## src/design/kscl_pkg.sv

```systemverilog
`timescale 1ns / 1ps
// ----------------------------------------------------------------------------
// Keypad scan code lock package
// Shared widths, register indexes, lock codes and types for the keypad
// scanner and its code lock sequencer.
// ----------------------------------------------------------------------------
package kscl_pkg;

  // Number of code keys in use
  localparam int CODE_LEN = 11;
  // Index width for the code digit counter
  localparam int DIGIT_W  = (CODE_LEN > 1) ? $clog2(CODE_LEN) : 1;

  localparam int KEY_W    = 4;
  localparam int ROW_W    = 2;
  localparam int COL_N    = 4;
  localparam int MAP_W    = 16;
  localparam int STATE_W  = 4;
  localparam int CODE_W   = 44;
  localparam int CFG_W    = CODE_W;
  localparam int IDX_W    = 2;

  // Configuration register indexes
  localparam logic [IDX_W-1:0] REG_CODE_KEYS   = 2'd0;
  localparam logic [IDX_W-1:0] REG_CONFIRM_KEY = 2'd1;
  localparam logic [IDX_W-1:0] REG_CLEAR_KEY   = 2'd2;

  // Reset values of the configuration registers
  localparam logic [CODE_W-1:0] CODE_KEYS_RST   = 44'hF5F_FF5F_DAD9;
  localparam logic [KEY_W-1:0]  CONFIRM_KEY_RST = 4'd3;
  localparam logic [KEY_W-1:0]  CLEAR_KEY_RST   = 4'd0;

  // Reported lock state codes beyond the digit count
  localparam logic [STATE_W-1:0] ST_CONFIRM = 4'd11;
  localparam logic [STATE_W-1:0] ST_ERROR   = 4'd12;
  localparam logic [STATE_W-1:0] ST_OPEN    = 4'd13;

  typedef enum logic [3:0] {
    PH_ENTRY   = 4'b0001,
    PH_CONFIRM = 4'b0010,
    PH_ERROR   = 4'b0100,
    PH_OPEN    = 4'b1000
  } lock_phase_t;

  typedef struct packed {
    logic [CODE_W-1:0] code_keys;
    logic [KEY_W-1:0]  confirm_key;
    logic [KEY_W-1:0]  clear_key;
  } lock_cfg_t;

  typedef struct packed {
    logic [STATE_W-1:0] lock_state;
    logic               unlocked;
  } lock_status_t;

  function automatic logic [MAP_W-1:0] key_onehot(input logic [KEY_W-1:0] key);
    logic [MAP_W-1:0] v;
    v = '0;
    v[key] = 1'b1;
    return v;
  endfunction

endpackage

```

## src/design/kscl_if.sv

```systemverilog
`timescale 1ns / 1ps
// ----------------------------------------------------------------------------
// Keypad scan code lock channel interfaces
// Valid/ready channels for scan ticks in and scan results out.
// ----------------------------------------------------------------------------
interface kscl_scan_if import kscl_pkg::*; ();
  logic             valid;
  logic             ready;
  logic [COL_N-1:0] column_levels;

  modport source (output valid, output column_levels, input ready);
  modport sink   (input valid, input column_levels, output ready);
endinterface

interface kscl_result_if import kscl_pkg::*; ();
  logic               valid;
  logic               ready;
  logic [ROW_W-1:0]   row_drive;
  logic [MAP_W-1:0]   key_map;
  logic               press_event;
  logic [STATE_W-1:0] lock_state;
  logic               unlocked;

  modport source (output valid, output row_drive, output key_map, output press_event,
                  output lock_state, output unlocked, input ready);
  modport sink   (input valid, input row_drive, input key_map, input press_event,
                  input lock_state, input unlocked, output ready);
endinterface

```

## src/design/keypad_scan_code_lock_top.sv

```systemverilog
`timescale 1ns / 1ps
// ----------------------------------------------------------------------------
// Keypad scan code lock
// 4x4 matrix keypad scanner with an eleven-key code lock sequencer.
// ----------------------------------------------------------------------------
// Usage:
//   scan   - one transaction per scan tick, carrying the active-low column
//            levels of the row driven during that tick.
//   result - one transaction per scan tick: the row to drive next, the
//            pressed-key map, the press event flag and the lock status.
//   wr_en / wr_index / wr_data - configuration writes (code keys, confirm
//            key, clear key); write only while the block is idle.
// An accepted scan transaction's result is registered and offered in the next cycle.
// Throughput is one transaction per cycle while the receiver does not stall:
// the map update and the lock transition are a single combinational pass
// into the result register, and that register is the only stage.
// Reset clears the row counter, the key map and the lock (no keys matched)
// and restores the default code, confirm and clear keys.
// When the receiver stalls the result register holds; scan stays ready while
// the held result is being taken in the same cycle.
// ----------------------------------------------------------------------------
module keypad_scan_code_lock_top import kscl_pkg::*; (
  input  logic                clk,
  input  logic                rst,
  input  logic                wr_en,
  input  logic [IDX_W-1:0]    wr_index,
  input  logic [CFG_W-1:0]    wr_data,
  kscl_scan_if.sink           scan,
  kscl_result_if.source       result
);

  lock_cfg_t          cfg;
  logic [ROW_W-1:0]   row;
  logic [ROW_W-1:0]   row_next;
  logic [MAP_W-1:0]   map;
  logic [MAP_W-1:0]   map_next;
  logic               press_next;
  logic               accept;
  lock_status_t       status_next;

  // Hand over when the result register is empty or being drained
  assign scan.ready = !result.valid || result.ready;
  assign accept     = scan.valid && scan.ready;

  // Configuration registers: ignore writes to indexes beyond the list
  always_ff @(posedge clk) begin
    if (rst) begin
      cfg.code_keys   <= CODE_KEYS_RST;
      cfg.confirm_key <= CONFIRM_KEY_RST;
      cfg.clear_key   <= CLEAR_KEY_RST;
    end else if (wr_en) begin
      unique case (wr_index)
        REG_CODE_KEYS:   cfg.code_keys   <= wr_data[CODE_W-1:0];
        REG_CONFIRM_KEY: cfg.confirm_key <= wr_data[KEY_W-1:0];
        REG_CLEAR_KEY:   cfg.clear_key   <= wr_data[KEY_W-1:0];
        default: ;
      endcase
    end
  end

  // Replace the nibble of the driven row with the inverted column levels
  always_comb begin
    map_next = map;
    map_next[row*COL_N +: COL_N] = ~scan.column_levels;
    row_next   = row + 1'b1;
    press_next = (map == '0) && (map_next != '0);
  end

  kscl_lock_seq u_lock_seq (
    .clk         (clk),
    .rst         (rst),
    .advance     (accept && press_next),
    .key_map     (map_next),
    .cfg         (cfg),
    .status_next (status_next)
  );

  // Scanner state: advance only on an accepted transaction
  always_ff @(posedge clk) begin
    if (rst) begin
      row <= '0;
      map <= '0;
    end else if (accept) begin
      row <= row_next;
      map <= map_next;
    end
  end

  // Result register: load on accept, drop valid once taken
  always_ff @(posedge clk) begin
    if (rst) begin
      result.valid <= 1'b0;
    end else if (accept) begin
      result.valid <= 1'b1;
    end else if (result.ready) begin
      result.valid <= 1'b0;
    end
  end

  always_ff @(posedge clk) begin
    if (accept) begin
      result.row_drive   <= row_next;
      result.key_map     <= map_next;
      result.press_event <= press_next;
      result.lock_state  <= status_next.lock_state;
      result.unlocked    <= status_next.unlocked;
    end
  end

  // The row counter advances by exactly one per accepted tick
  a_row_advance: assert property (@(posedge clk) disable iff (rst)
    accept |=> (row == $past(row) + 2'd1))
    else $error("row counter did not advance on scan transaction");

  // A press event always comes with a nonempty key map
  a_press_map: assert property (@(posedge clk) disable iff (rst)
    (result.valid && result.press_event) |-> (result.key_map != '0))
    else $error("press event with empty key map");

  // The open flag agrees with the reported lock state
  a_unlocked: assert property (@(posedge clk) disable iff (rst)
    result.valid |-> (result.unlocked == (result.lock_state == ST_OPEN)))
    else $error("unlocked flag disagrees with lock state");

  // A stalled result is not overwritten
  a_hold: assert property (@(posedge clk) disable iff (rst)
    (result.valid && !result.ready) |=> (result.valid && $stable(result.key_map)))
    else $error("stalled result changed");

endmodule

```

## src/design/kscl_lock_seq.sv

```systemverilog
`timescale 1ns / 1ps
// ----------------------------------------------------------------------------
// Keypad scan code lock sequencer
// Holds the lock phase and digit count; advances on each press event and
// presents the status that follows the current transaction.
// ----------------------------------------------------------------------------
module kscl_lock_seq import kscl_pkg::*; (
  input  logic             clk,
  input  logic             rst,
  input  logic             advance,
  input  logic [MAP_W-1:0] key_map,
  input  lock_cfg_t        cfg,
  output lock_status_t     status_next
);

  lock_phase_t        phase, phase_next;
  logic [DIGIT_W-1:0] digit, digit_next;
  logic [KEY_W-1:0]   code_digit [CODE_LEN];
  logic [MAP_W-1:0]   clr_map;
  logic [MAP_W-1:0]   want_map;

  for (genvar i = 0; i < CODE_LEN; i++) begin : g_digit
    assign code_digit[i] = cfg.code_keys[KEY_W*i +: KEY_W];
  end

  assign clr_map  = key_onehot(cfg.clear_key);
  assign want_map = key_onehot(code_digit[digit]);

  always_comb begin
    phase_next = phase;
    digit_next = digit;
    if (advance) begin
      unique case (phase)
        PH_ENTRY: begin
          if ((digit == '0) && (key_map == clr_map)) begin
            digit_next = '0;
          end else if (key_map == want_map) begin
            if (digit == DIGIT_W'(CODE_LEN - 1)) begin
              phase_next = PH_CONFIRM;
              digit_next = '0;
            end else begin
              digit_next = digit + 1'b1;
            end
          end else begin
            phase_next = PH_ERROR;
            digit_next = '0;
          end
        end
        PH_CONFIRM: begin
          phase_next = (key_map == key_onehot(cfg.confirm_key)) ? PH_OPEN : PH_ERROR;
        end
        PH_ERROR: begin
          if (key_map == clr_map) begin
            phase_next = PH_ENTRY;
            digit_next = '0;
          end
        end
        PH_OPEN: begin
          if (key_map == clr_map) phase_next = PH_ERROR;
        end
        default: begin
          phase_next = PH_ERROR;
          digit_next = '0;
        end
      endcase
    end
  end

  always_comb begin
    unique case (phase_next)
      PH_ENTRY:   status_next.lock_state = STATE_W'(digit_next);
      PH_CONFIRM: status_next.lock_state = ST_CONFIRM;
      PH_OPEN:    status_next.lock_state = ST_OPEN;
      default:    status_next.lock_state = ST_ERROR;
    endcase
    status_next.unlocked = (phase_next == PH_OPEN);
  end

  always_ff @(posedge clk) begin
    if (rst) begin
      phase <= PH_ENTRY;
      digit <= '0;
    end else begin
      phase <= phase_next;
      digit <= digit_next;
    end
  end

endmodule

```

## src/flat_wrapper.sv

```systemverilog
// flat-port wrapper written by rule: the top's interface ports become plain ports
module keypad_scan_code_lock_top_flat import kscl_pkg::*;
  (clk, rst, wr_en, wr_index, wr_data, scan_valid, scan_column_levels, scan_ready, result_valid, result_row_drive, result_key_map, result_press_event, result_lock_state, result_unlocked, result_ready);
  kscl_scan_if scan_i ();
  kscl_result_if result_i ();
  input  logic clk;
  input  logic rst;
  input  logic wr_en;
  input  logic [IDX_W-1:0] wr_index;
  input  logic [CFG_W-1:0] wr_data;
  input wire logic [$bits(scan_i.valid)-1:0] scan_valid;
  input wire logic [$bits(scan_i.column_levels)-1:0] scan_column_levels;
  output wire logic [$bits(scan_i.ready)-1:0] scan_ready;
  output wire logic [$bits(result_i.valid)-1:0] result_valid;
  output wire logic [$bits(result_i.row_drive)-1:0] result_row_drive;
  output wire logic [$bits(result_i.key_map)-1:0] result_key_map;
  output wire logic [$bits(result_i.press_event)-1:0] result_press_event;
  output wire logic [$bits(result_i.lock_state)-1:0] result_lock_state;
  output wire logic [$bits(result_i.unlocked)-1:0] result_unlocked;
  input wire logic [$bits(result_i.ready)-1:0] result_ready;
  assign scan_i.valid = scan_valid;
  assign scan_i.column_levels = scan_column_levels;
  assign scan_ready = scan_i.ready;
  assign result_valid = result_i.valid;
  assign result_row_drive = result_i.row_drive;
  assign result_key_map = result_i.key_map;
  assign result_press_event = result_i.press_event;
  assign result_lock_state = result_i.lock_state;
  assign result_unlocked = result_i.unlocked;
  assign result_i.ready = result_ready;
  keypad_scan_code_lock_top u_core (.clk(clk), .rst(rst), .wr_en(wr_en), .wr_index(wr_index), .wr_data(wr_data), .scan(scan_i), .result(result_i));
endmodule
```

## config.mk

```make
export PLATFORM = sky130hd
export DESIGN_NAME = keypad_scan_code_lock_top_flat
export DESIGN_NICKNAME = d
export VERILOG_FILES = /design/src/design/kscl_pkg.sv /design/src/design/kscl_if.sv /design/src/design/keypad_scan_code_lock_top.sv /design/src/design/kscl_lock_seq.sv /design/src/flat_wrapper.sv
export SDC_FILE = /design/constraint.sdc
export NUM_CORES = 1
export LEC_CHECK = 0
export BUFFER_PORTS_ARGS = -buffer_cell sky130_fd_sc_hd__buf_2
export CORE_MARGIN = 2
export CORE_UTILIZATION = 28
export DETAILED_ROUTE_END_ITERATION = 8
export PLACE_DENSITY = 0.54
export SYNTH_ARGS = -nofsm -noshare
export SYNTH_HDL_FRONTEND = slang
export SYNTH_SLANG_ARGS = --single-unit
export TNS_END_PERCENT = 1
```

## constraint.sdc

```tcl
create_clock -name clk -period 9.6 [get_ports clk]
set_clock_uncertainty 0.2 [all_clocks]
set_input_delay 0.96 -clock clk [delete_from_list [all_inputs] [get_ports clk]]
set_output_delay 0.96 -clock clk [all_outputs]
set_load 0.02 [all_outputs]
```

==> impl_metrics.yaml, run 1 <==
power:
  ir_drop_uv: 65.4
  total_power_uw: 1110
  power.density_cell_area_mw_per_mm2: 155
  leakage_uw: 0.00281
finish:
  final_layout_size_suffix_gt1_share_pct: 19.7
  fillerInstances: 2381
  final_area_sq_mm: 0.00714
  nets_final: 846
  multiInputGateArea_sq_mm: 0.00366
  share_of_the_core_filled_with_cells_in_the_final_layout_pct: 31.7
  layout-area-overhead-vs-synth_pct: 12.2
  regArea_sq_mm: 0.00230
cts:
  clkSinkCount: 103
  clock_tree.htree_level_count: 3
  ctsRootBufferMaster: "clkbuf_16"
  clockBufferDepth: 2
  tritoncts.num_buffers: 9
  insertion_delay_ns: 0.36
  postCtsResizedCells: 0
  cts.clk_slew.worst_paths_ns: 0.07
  tritoncts: "built"
  cts_hold_buffers: 0
  postCtsSetupBuffers: 0
logic_synthesis:
  synth_warnings: 0
  yosysUniqueCellTypes: 99
  number_of_enable_flip_flop_cells_after_synthesis: 24
  synthTopCellsByArea: "dfxtp_1 (25%), edfxtp_1 (11%), nand2_1 (7.7%), nand3b_1 (4.6%), nor2_1 (3.9%)"
  synth.ff_latch_count: 103
  postSynth.asyncResetShare_pct: 0
  synth_area_leader_cell: "dfxtp_1"
  synth_area_sq_mm: 0.00637
  seq_area_frac_synth_pct: 36.2
  synth_cells: 739
  synth.net_count: 802
  netlist.area_leader.share_pct: 24.8
  synth.avg_cell_area_sq_um: 8.62
  ys.flop_type: "dfxtp_1"
min_path:
  min_path_type: "flip-flop to flip-flop"
global_route:
  grt_start_max_net_pins: 80
  global_route.overflow_total: 0
  grt_util_all_layers_pct: 15.0
  antenna_found_initial: 1
  grt_first_pass_wirelength_mm: 28.5
  grt_pass1_vias: 5265
detailed_routing:
  vias: 5619
  average_wire_per_standard_cell_microns: 16.6
  firstDrtPassIters: 5
  route.antenna.remaining_nets: 0
  drc: 0
  routed_wl_mm: 17.8
  detail_route.iter0.violations: 479
  via_per_inst: 5.24
die:
  die_height_microns: 155
  initial_utilization_pct: 28.3
  placeableCoreArea_sq_mm: 0.0225
  boundaryPins: 81
  die-area_sq_mm: 0.0240
  placement_rows: 55
  die_width_microns: 155
setup_path:
  r2r_start: "u_core.row[0]"
  setup.worst_path.class: "flip-flop to flip-flop"
  ff2ff_path_depth: 13
  worstSetupStartpointType: "flip-flop"
  critPathRequiredTime_ns: 9.48
  critical_path_arrival_ns: 4.69
  endpoint: "u_core.result.lock_state[2]"
  worstReg2RegEnd: "u_core.result.lock_state[2]"
  regToRegSetupSlack_ns: 4.79
  setup.worst_path.start: "u_core.row[0]"
  critPathCaptureType: "flip-flop"
  worstPathMaxFanout: 12
timing:
  worst_slew_pin_tran_ns: 1.04
  slew_headroom_pct: 30.4
  slew_violations: 0
  timing.final.crit_period_ns: 4.81
  finalWorstSetupSlack_ns: 4.79
  fmaxAchievable_mhz: 208
  period_share_pct: 50.1
  timing.final.setup_violations: 0
  fin_setup_tns_ns: 0
  timing.final.hold_violations: 0
  grt_setup_unrepaired: "false"
place:
  preCtsSetupSlack_ns: 4.90
  placement.io_buffers: 80
  post-dp-hpwl_mm: 12.8
  placed_cell_area_sq_mm: 0.00686
  routabilityCongestion: 0.868
status:
  run_status: "completed"
flow_run:
  drv_cap: 0
## routing by layer
metal,wire length [microns],vias up,global-route usage (%)
met5,0,-,0
met4,301,0,4.01
met3,998,29,3.25
met2,7980,180,23.1
met1,8550,2640,21.3
li1,-,2770,-
## kinds of logic (layout without fill, tap and decap cells)
family                     after synthesis  in the layout  share of synthesized area [%]
adders and majority gates                8              8                           1.57
AOI/OAI and AO/OA                      155            155                           19.0
buffers and inverters                   79            127                           6.37
xor gates and xnor gates                 5              5                          0.688
and+or+nand+nor                        364            364                           30.4
DFF                                    103            103                           36.2
other                                    0              1                              0
muxes                                   25             25                           5.76
## where the power goes
group	internal [uW]	switching (uW)	total, uW	leakage [uW]
registers	475	21.3	496	0.000887
clock network	186	177	363	0.000135
logic	94.1	156	250	0.00179
total	755	354	1110	0.00281
## critical path, stage by stage, from the launching register on
cell	delay, ns
dfxtp_1	0.58
inv_1	0.17
ha_1	0.50
nor3b_1	0.49
a31oi_1	0.41
inv_1	0.35
nand4_1	0.12
a211oi_1	0.34
o32ai_1	0.18
nor4_4	0.48
o21ai_1	0.17
nand2b_4	0.19
o31ai_1	0.25
nand3_1	0.10
## worst min path at each step
stage	end	slack, ns	startpoint	depth (start not counted)
global placement	u_core.cfg[10]	0.24	u_core.cfg[10]	2
CTS	u_core.cfg[47]	0.26	u_core.cfg[47]	2
detailed placement	u_core.cfg[47]	0.25	u_core.cfg[47]	2
global route	u_core.cfg[21]	0.28	u_core.cfg[21]	2
floorplan	u_core.cfg[12]	0.23	u_core.cfg[12]	2
finish	u_core.cfg[29]	0.26	u_core.cfg[29]	2
## cells in the final DEF, fill, tap and decap left out, types with 7 or more instances in the layout
| master | Yosys | routed |
|---|---|---|
| nor2_1 | 66 | 66 |
| edfxtp_1 | 24 | 24 |
| mux2i_1 | 9 | 9 |
| buf_2 | 3 | 80 |
| nand3_1 | 10 | 10 |
| nor3_1 | 8 | 8 |
| nand4_1 | 15 | 15 |
| o22ai_1 | 8 | 8 |
| nand3b_1 | 39 | 39 |
| a21oi_1 | 24 | 24 |
| nor4_1 | 8 | 8 |
| a211oi_1 | 29 | 29 |
| inv_1 | 26 | 25 |
| clkbuf_16 | 0 | 9 |
| nand2_1 | 130 | 130 |
| nor2b_1 | 21 | 21 |
| dfxtp_1 | 79 | 79 |
| ha_1 | 8 | 8 |
| o21ai_0 | 12 | 12 |
| nand2b_1 | 13 | 13 |
| a31oi_1 | 12 | 12 |
| nor3b_1 | 8 | 7 |
## synthesized netlist by cell type, types with 13 or more instances
library cell  number
nand2_1          130
nand4_1           15
nand3b_1          39
nor2_1            66
nor2b_1           21
a21oi_1           24
clkbuf_1          29
a211oi_1          29
edfxtp_1          24
nand2b_1          13
dfxtp_1           79
inv_1             26
## sequential cells by signal, indices dropped and copies added, names as in the netlist
| register | count |
|---|---|
| u_core.u_lock_seq.phase | 4 |
| u_core.row | 2 |
| u_core.result.key_map | 16 |
| u_core.result.row_drive | 2 |
| u_core.result.unlocked | 1 |
| u_core.result.press_event | 1 |
| u_core.map | 16 |
| u_core.cfg | 52 |
| u_core.result.valid | 1 |
| u_core.u_lock_seq.digit | 4 |
| u_core.result.lock_state | 4 |
## final cells by class
class	count	area share, %
Multi-Input combinational cell	557	51.3
Sequential cell	103	32.2
Timing Repair Buffer	83	5.92
Tap cell	285	4.99
Clock buffer	11	3.40
Inverter	29	1.59
Clock inverter	4	0.508
Antenna cell	1	0.0350
## stage by stage
step | instances | hold WS, ns
after global routing | 1072 | 0.280
after detailed placement | 1057 | 0.251
after global placement | 1057 | 0.241
after CTS | 1072 | 0.262
after floorplan | 739 | 0.229
final | 1073 | 0.256
(Power assumes the default switching activity.)
==> inputs of run 2 (changes only) <==
ABC_AREA = 1   (was not set)
PLACE_DENSITY = 0.55   (was 0.54)
clock period = 4.3 ns   (was 9.6 ns; I/O delays follow)
==> run 2 against run 1 <==
  * Setup slack lost 4.3 ns
  * Combinational power increased by 90%
  * Highest routed layer unchanged
  * Clock power increased by 120%
  * Sequential cell count did not move
  * Sequential power increased by 120%
==> impl_metrics.yaml, run 2 <==
status:
  run_status: "completed"
logic_synthesis:
  synth_area_sq_mm: 0.00606
  yosysUniqueCellTypes: 39
  yosysMostFrequentCell: "nand2_1"
  synth.ff_latch_count: 103
  synthTopCellsByArea: "dfxtp_1 (26%), nand2_1 (15%), edfxtp_1 (12%), inv_1 (8.1%), nand3_1 (5.3%)"
  seq_area_frac_synth_pct: 38.0
  synth_cells: 867
  synth.avg_cell_area_sq_um: 6.99
  number_of_enable_flip_flop_cells_after_synthesis: 24
  synth.net_count: 930
  netlist.area_leader.share_pct: 26.1
  synth_warnings: 0
  synth.top_cells.by_count: "nand2_1 (245), inv_1 (130), dfxtp_1 (79)"
  postSynth.asyncResetShare_pct: 0
  synth_area_leader_cell: "dfxtp_1"
  ys.flop_type: "dfxtp_1"
timing:
  timing.final.hold_violations: 0
  grt_setup_unrepaired: "false"
  slew_violations: 0
  finalWorstSetupSlack_ns: 0.539
  timing.final.crit_period_ns: 3.76
  timing.final.setup_violations: 0
  worst_slew_pin_tran_ns: 1.04
  slew_headroom_pct: 30.9
  period_share_pct: 87.5
  fmaxAchievable_mhz: 266
  fin_setup_tns_ns: 0
finish:
  finish.cell_count_without_fillers: 1218
  num_antenna_cells: 0
  biggest_registers_after_layout: "u_core.cfg: 52 flops, u_core.map: 16 flops, u_core.result.key_map: 16 flops"
  nets_final: 1001
  layout-area-overhead-vs-synth_pct: 15.6
  commonest_non_fill_non_tap_cells_in_the_layout: "nand2_1 (244), inv_1 (130), buf_2 (80)"
  largest_register: "u_core.cfg"
  number_of_flip_flops_in_the_largest_register: 52
  layout.cells.most_common: "nand2_1"
  final_layout_size_suffix_gt1_share_pct: 15.8
  fillerInstances: 2282
cts:
  tritoncts.num_buffers: 9
  clockBufferDepth: 2
  postCtsResizedCells: 0
  cts_hold_buffers: 0
  insertion_delay_ns: 0.35
  clkSinkCount: 103
  ctsRootBufferMaster: "clkbuf_16"
  tritoncts: "built"
  cts.clk_slew.worst_paths_ns: 0.07
  clock_tree.htree_level_count: 3
  postCtsSetupBuffers: 0
die:
  die_width_microns: 151
  initial_utilization_pct: 28.6
  placeableCoreArea_sq_mm: 0.0212
  die-area_sq_mm: 0.0228
  boundaryPins: 81
  placement_rows: 53
  die_height_microns: 151
detailed_routing:
  firstDrtPassIters: 5
  detail_route.iter0.violations: 392
  routed_wl_mm: 16.2
  via_per_inst: 4.60
  vias: 5600
  drc: 0
  route.antenna.remaining_nets: 0
  average_wire_per_standard_cell_microns: 13.3
place:
  placement.io_buffers: 80
  dpl.cell_count: 1202
  routabilityCongestion: 0.918
  preCtsSetupSlack_ns: 0.362
  post-dp-hpwl_mm: 11.8
setup_path:
  setup.worst_path.class: "flip-flop to flip-flop"
  r2r_start: "u_core.row[0]"
  ff2ff_path_depth: 16
  worstSetupStartpointType: "flip-flop"
  regToRegSetupSlack_ns: 0.54
  worstReg2RegEnd: "u_core.result.lock_state[3]"
  critPathCaptureType: "flip-flop"
  worstPathMaxFanout: 14
  critical_path_arrival_ns: 3.65
  critPathRequiredTime_ns: 4.19
global_route:
  grt_util_all_layers_pct: 14.7
  antenna_found_initial: 0
  global_route.overflow_total: 0
  grt_pass1_vias: 5210
  grt_first_pass_wirelength_mm: 26.6
  grt_start_max_net_pins: 65
min_path:
  worstHoldStart: "wr_data[18]"
  worst_hold_path.num_cells: 3
  whs_endpoint: "u_core.cfg[26]"
  min_path_type: "input pin to flip-flop"
power:
  leakage_uw: 0.00335
  ir_drop_uv: 173
  power.density_cell_area_mw_per_mm2: 335
flow_run:
  drv_cap: 0
## run 2: changes by cell type after synthesis, sizes merged, moves of 15 or more
cell,delta
nor2b,-22
a211oi,-31
nand2b,-15
inv,+104
xor2,+19
nand3b,-33
o211ai,+28
nand2,+127
nand3,+60
a31oi,-16
o21ai,+37
## run 2: power breakdown
group	internal [uW]	total [uW]	switching, uW	leakage, uW
Clock	427	792	365	0.000145
Sequential	1050	1080	25.0	0.000890
Combinational	158	476	318	0.00231
## run 2: per-stage QoR
step / cell area [sq um] / hold WS [ns] / power (uW) / util, %
after floorplan: 6060 / 0.229 / 1430 / -
after global placement: 6710 / 0.239 / 1570 / 31.7
after detailed placement: 6710 / 0.244 / 1580 / 31.7
after CTS: 7000 / 0.0802 / 2360 / 33.1
after global routing: 7000 / 0.0895 / 2470 / 33.1
final: 7000 / 0.0861 / 2350 / 33.1
## run 2: cells by family after synthesis
kind of cell / Yosys count / share of synthesized area, %
flip-flops: 103 / 38.0
XOR/XNOR: 22 / 3.18
AO/OA/AOI/OAI: 131 / 13.1
AND/OR/NAND/NOR: 440 / 33.1
adder cells (fa/ha/maj): 8 / 1.65
buffers and inverters: 163 / 10.9
## run 2: worst max-delay path by stage
stage	slack, ns	depth (start not counted)	end	startpoint
after floorplan	1.09	20	u_core.result.lock_state[2]	u_core.row[0]
after global placement	0.45	16	u_core.result.lock_state[3]	u_core.row[0]
after detailed placement	0.36	16	u_core.result.lock_state[3]	u_core.row[0]
after CTS	0.33	16	u_core.result.lock_state[3]	u_core.row[0]
after global routing	0.04	16	u_core.result.lock_state[3]	u_core.row[0]
final	0.54	16	u_core.result.lock_state[3]	u_core.row[0]
## run 2: routing by layer
metal / global-route usage, % / part of all wire (%) / vias to the layer above
li1: - / - / 2930
met4: 3.60 / 1.3 / 0
met5: 0 / 0 / -
met1: 20.8 / 49 / 2505
met3: 3.04 / 5.5 / 18
met2: 23.0 / 44 / 147
## run 2: worst max-delay path, stage by stage, from the launching register on
cell and delay (ns):
dfxtp_1 0.43, inv_1 0.23, ha_1 0.46, nand2_1 0.09, nor3_2 0.21, nand3_1 0.11, nand2_1 0.30, xor2_1 0.12
nor2_1 0.10, nand4_1 0.09, nor2_1 0.21, nand2_1 0.13, nand2_1 0.09, nand2_1 0.11, a22o_1 0.24, o21ai_0 0.27
nand2_1 0.09
## run 2: cell type report
type,count,area [sq um],area share (%)
well taps,275,344,4.91
multi-input cells,601,3100,44.3
clock buffers,11,254,3.63
inverters,135,509,7.27
clock inverters,5,30.0,0.429
flip-flops and latches,103,2300,32.9
repair buffers,88,460,6.57
==> inputs of run 3 (changes only) <==
CORE_ASPECT_RATIO = 0.75   (was not set)
CORE_UTILIZATION = 50   (was 28)
PLACE_DENSITY = 0.82   (was 0.55)
==> run 3 against run 2 <==
  * Sequential share of layout area rose by 0.67 points
  * Die area shrank 43%
  * Critical path depth is 4 higher
  * Clock power increased by 3.8%
  * Setup slack worse by 0.21 ns
  * Power grew 1.2%
  * Hold slack lost 0.0042 ns
  * Sequential power about the same
  * Via count increased by 2.4%
  * Critical path type unchanged
  * Largest cell class unchanged
  * Largest power group unchanged
  * Highest routed layer unchanged
==> impl_metrics.yaml, run 3 (same netlist as run 2, synthesis figures left out) <==
setup_path:
  path_cells: "inv_1 > ha_1 > nor2_1 > nand2_1 > o22ai_2 > xor2_1 > inv_1 > nand4_1 > nor2_1 > nand2_1 > nand2_1 > nand2_1 > nor2_1 > nand2_2 > nand2_4 > nand2_4 > nor2_8 > inv_1 > nand3_2 > nand2_1"
  critPathRequiredTime_ns: 4.21
  worstSetupStartpointType: "flip-flop"
  cp_slowest_cell: "ha_1"
  path_buf_inv: 3
  setup.worst_path.class: "flip-flop to flip-flop"
  critical_path.top_delay_family: "simple AND/OR/NAND/NOR gates"
  regToRegSetupSlack_ns: 0.33
  timing.critical_path.slowest_cell_delay_ns: 0.45
  r2r_start: "u_core.row[0]"
  critPathCaptureType: "flip-flop"
  worstPathMaxFanout: 14
  worstReg2RegEnd: "u_core.result.lock_state[2]"
  critical_path_arrival_ns: 3.89
  critPathMostFrequentCell: "nand2_1"
  ff2ff_path_depth: 20
global_route:
  grt_pass1_vias: 5157
  antenna_found_initial: 0
  grt_util_all_layers_pct: 24.0
  grt_start_max_net_pins: 65
  global_route.overflow_total: 0
  grt_first_pass_wirelength_mm: 24.7
power:
  power.sequential.fraction_pct: 45.5
  pwr-share-comb_pct: 19.9
  clockPowerShare_pct: 34.6
  netSwitchingFraction_pct: 30.7
  internal_power_contribution_uw: 1650
  power.density_cell_area_mw_per_mm2: 346
  total_switching_power_uw: 729
  leakage_uw: 0.00334
  ir_drop_uv: 184
  total_power_uw: 2370
cts:
  clock_tree.htree_level_count: 3
  tritoncts: "built"
  tritoncts.num_buffers: 9
  postCtsResizedCells: 0
  cts.clk_slew.worst_paths_ns: 0.07
  ctsRootBufferMaster: "clkbuf_16"
  clockBufferDepth: 2
  postCtsSetupBuffers: 0
  cts_hold_buffers: 0
  insertion_delay_ns: 0.36
  clkSinkCount: 103
timing:
  grt_setup_unrepaired: "false"
  period_share_pct: 92.4
  worst_slew_pin_tran_ns: 0.776
  timing.final.setup_violations: 0
  timing.final.crit_period_ns: 3.97
  fmaxAchievable_mhz: 252
  fin_setup_tns_ns: 0
  finalWorstSetupSlack_ns: 0.325
  hold_slack_ns: 0.0819
  timing.final.hold_violations: 0
  slew_headroom_pct: 47.8
  slew_violations: 0
finish:
  biggest_registers_after_layout: "u_core.cfg: 52 flops, u_core.map: 16 flops, u_core.result.key_map: 16 flops"
  regArea_sq_mm: 0.00230
  layout-area-overhead-vs-synth_pct: 13.3
  final_layout_size_suffix_gt1_share_pct: 15.6
  commonest_non_fill_non_tap_cells_in_the_layout: "nand2_1 (244), inv_1 (131), buf_2 (80)"
  layout.cells.most_common: "nand2_1"
  nets_final: 999
  fillerInstances: 1090
  finish.cell_count_without_fillers: 1103
  num_antenna_cells: 0
  number_of_flip_flops_in_the_largest_register: 52
  largest_register: "u_core.cfg"
  multiInputGateArea_sq_mm: 0.00310
place:
  preCtsSetupSlack_ns: 0.456
  dpl.cell_count: 1087
  post-dp-hpwl_mm: 10.6
  routabilityCongestion: 0.940
  placement.io_buffers: 80
min_path:
  min_path_type: "input pin to flip-flop"
  whs_endpoint: "u_core.cfg[43]"
  worstHoldStart: "wr_data[35]"
  worst_hold_path.num_cells: 3
detailed_routing:
  routed_wl_mm: 14.8
  dr.max_layer_used: "met4"
  via_per_inst: 5.20
  firstDrtPassIters: 5
  detail_route.iter0.violations: 406
  wirelength_met1_mm: 7.08
  vias: 5732
  routed_met2_length_mm: 6.08
  drc: 0
  sum_of_met3_wire_segment_lengths_after_detailed_routing_mm: 1.35
  average_wire_per_standard_cell_microns: 13.4
  route.antenna.remaining_nets: 0
flow_run:
  drv_cap: 0
die:
  die_width_microns: 131
  placeableCoreArea_sq_mm: 0.0117
  die_height_microns: 99.3
  die-area_sq_mm: 0.0130
  placement_rows: 34
  boundaryPins: 81
  initial_utilization_pct: 51.8
status:
  run_status: "completed"
## run 3: cell type report
class,count,area share [%]
multi-input cells,601,45.2
flip-flops and latches,103,33.5
inverters,135,7.42
repair buffers,86,6.49
clock buffers,10,3.65
well taps,162,2.95
clock inverters,6,0.729
## run 3: worst max-delay path by stage
| stage | start | to | slack [ns] | cells past startpoint |
|---|---|---|---|---|
| floorplan | u_core.row[0] | u_core.result.lock_state[2] | 1.09 | 20 |
| global placement | u_core.row[0] | u_core.result.lock_state[2] | 0.47 | 21 |
| detailed placement | u_core.row[0] | u_core.result.lock_state[2] | 0.46 | 21 |
| CTS | u_core.row[0] | u_core.result.lock_state[2] | 0.42 | 21 |
| global route | u_core.row[0] | u_core.result.lock_state[2] | 0.03 | 20 |
| finish | u_core.row[0] | u_core.result.lock_state[2] | 0.33 | 20 |
## run 3: power groups by stage
stage	clock network [uW]	logic, uW	registers [uW]
final	822	474	1080
after CTS	839	465	1080
after global routing	868	528	1090
after global placement	0	457	1100
after detailed placement	0	462	1100
after floorplan	0	308	1120
## run 3: metal layers
layer | up-vias | track usage [%]
met4 | 0 | 7.45
met3 | 26 | 5.54
met1 | 2538 | 35.3
li1 | 2929 | -
met5 | - | 0
met2 | 239 | 34.8
## run 3: through the flow
stage	area (sq um)	util (%)
after global placement	6560	56.0
after floorplan	6060	-
after CTS	6860	58.6
after detailed placement	6560	56.0
final	6860	58.7
after global routing	6860	58.7
## run 3: worst min-delay path, delay by kind of cell
kind	cells	cell delay (ns)
AOI/OAI and AO/OA	1	0.06
and+or+nand+nor	1	0.04
buffers and inverters	1	0.07
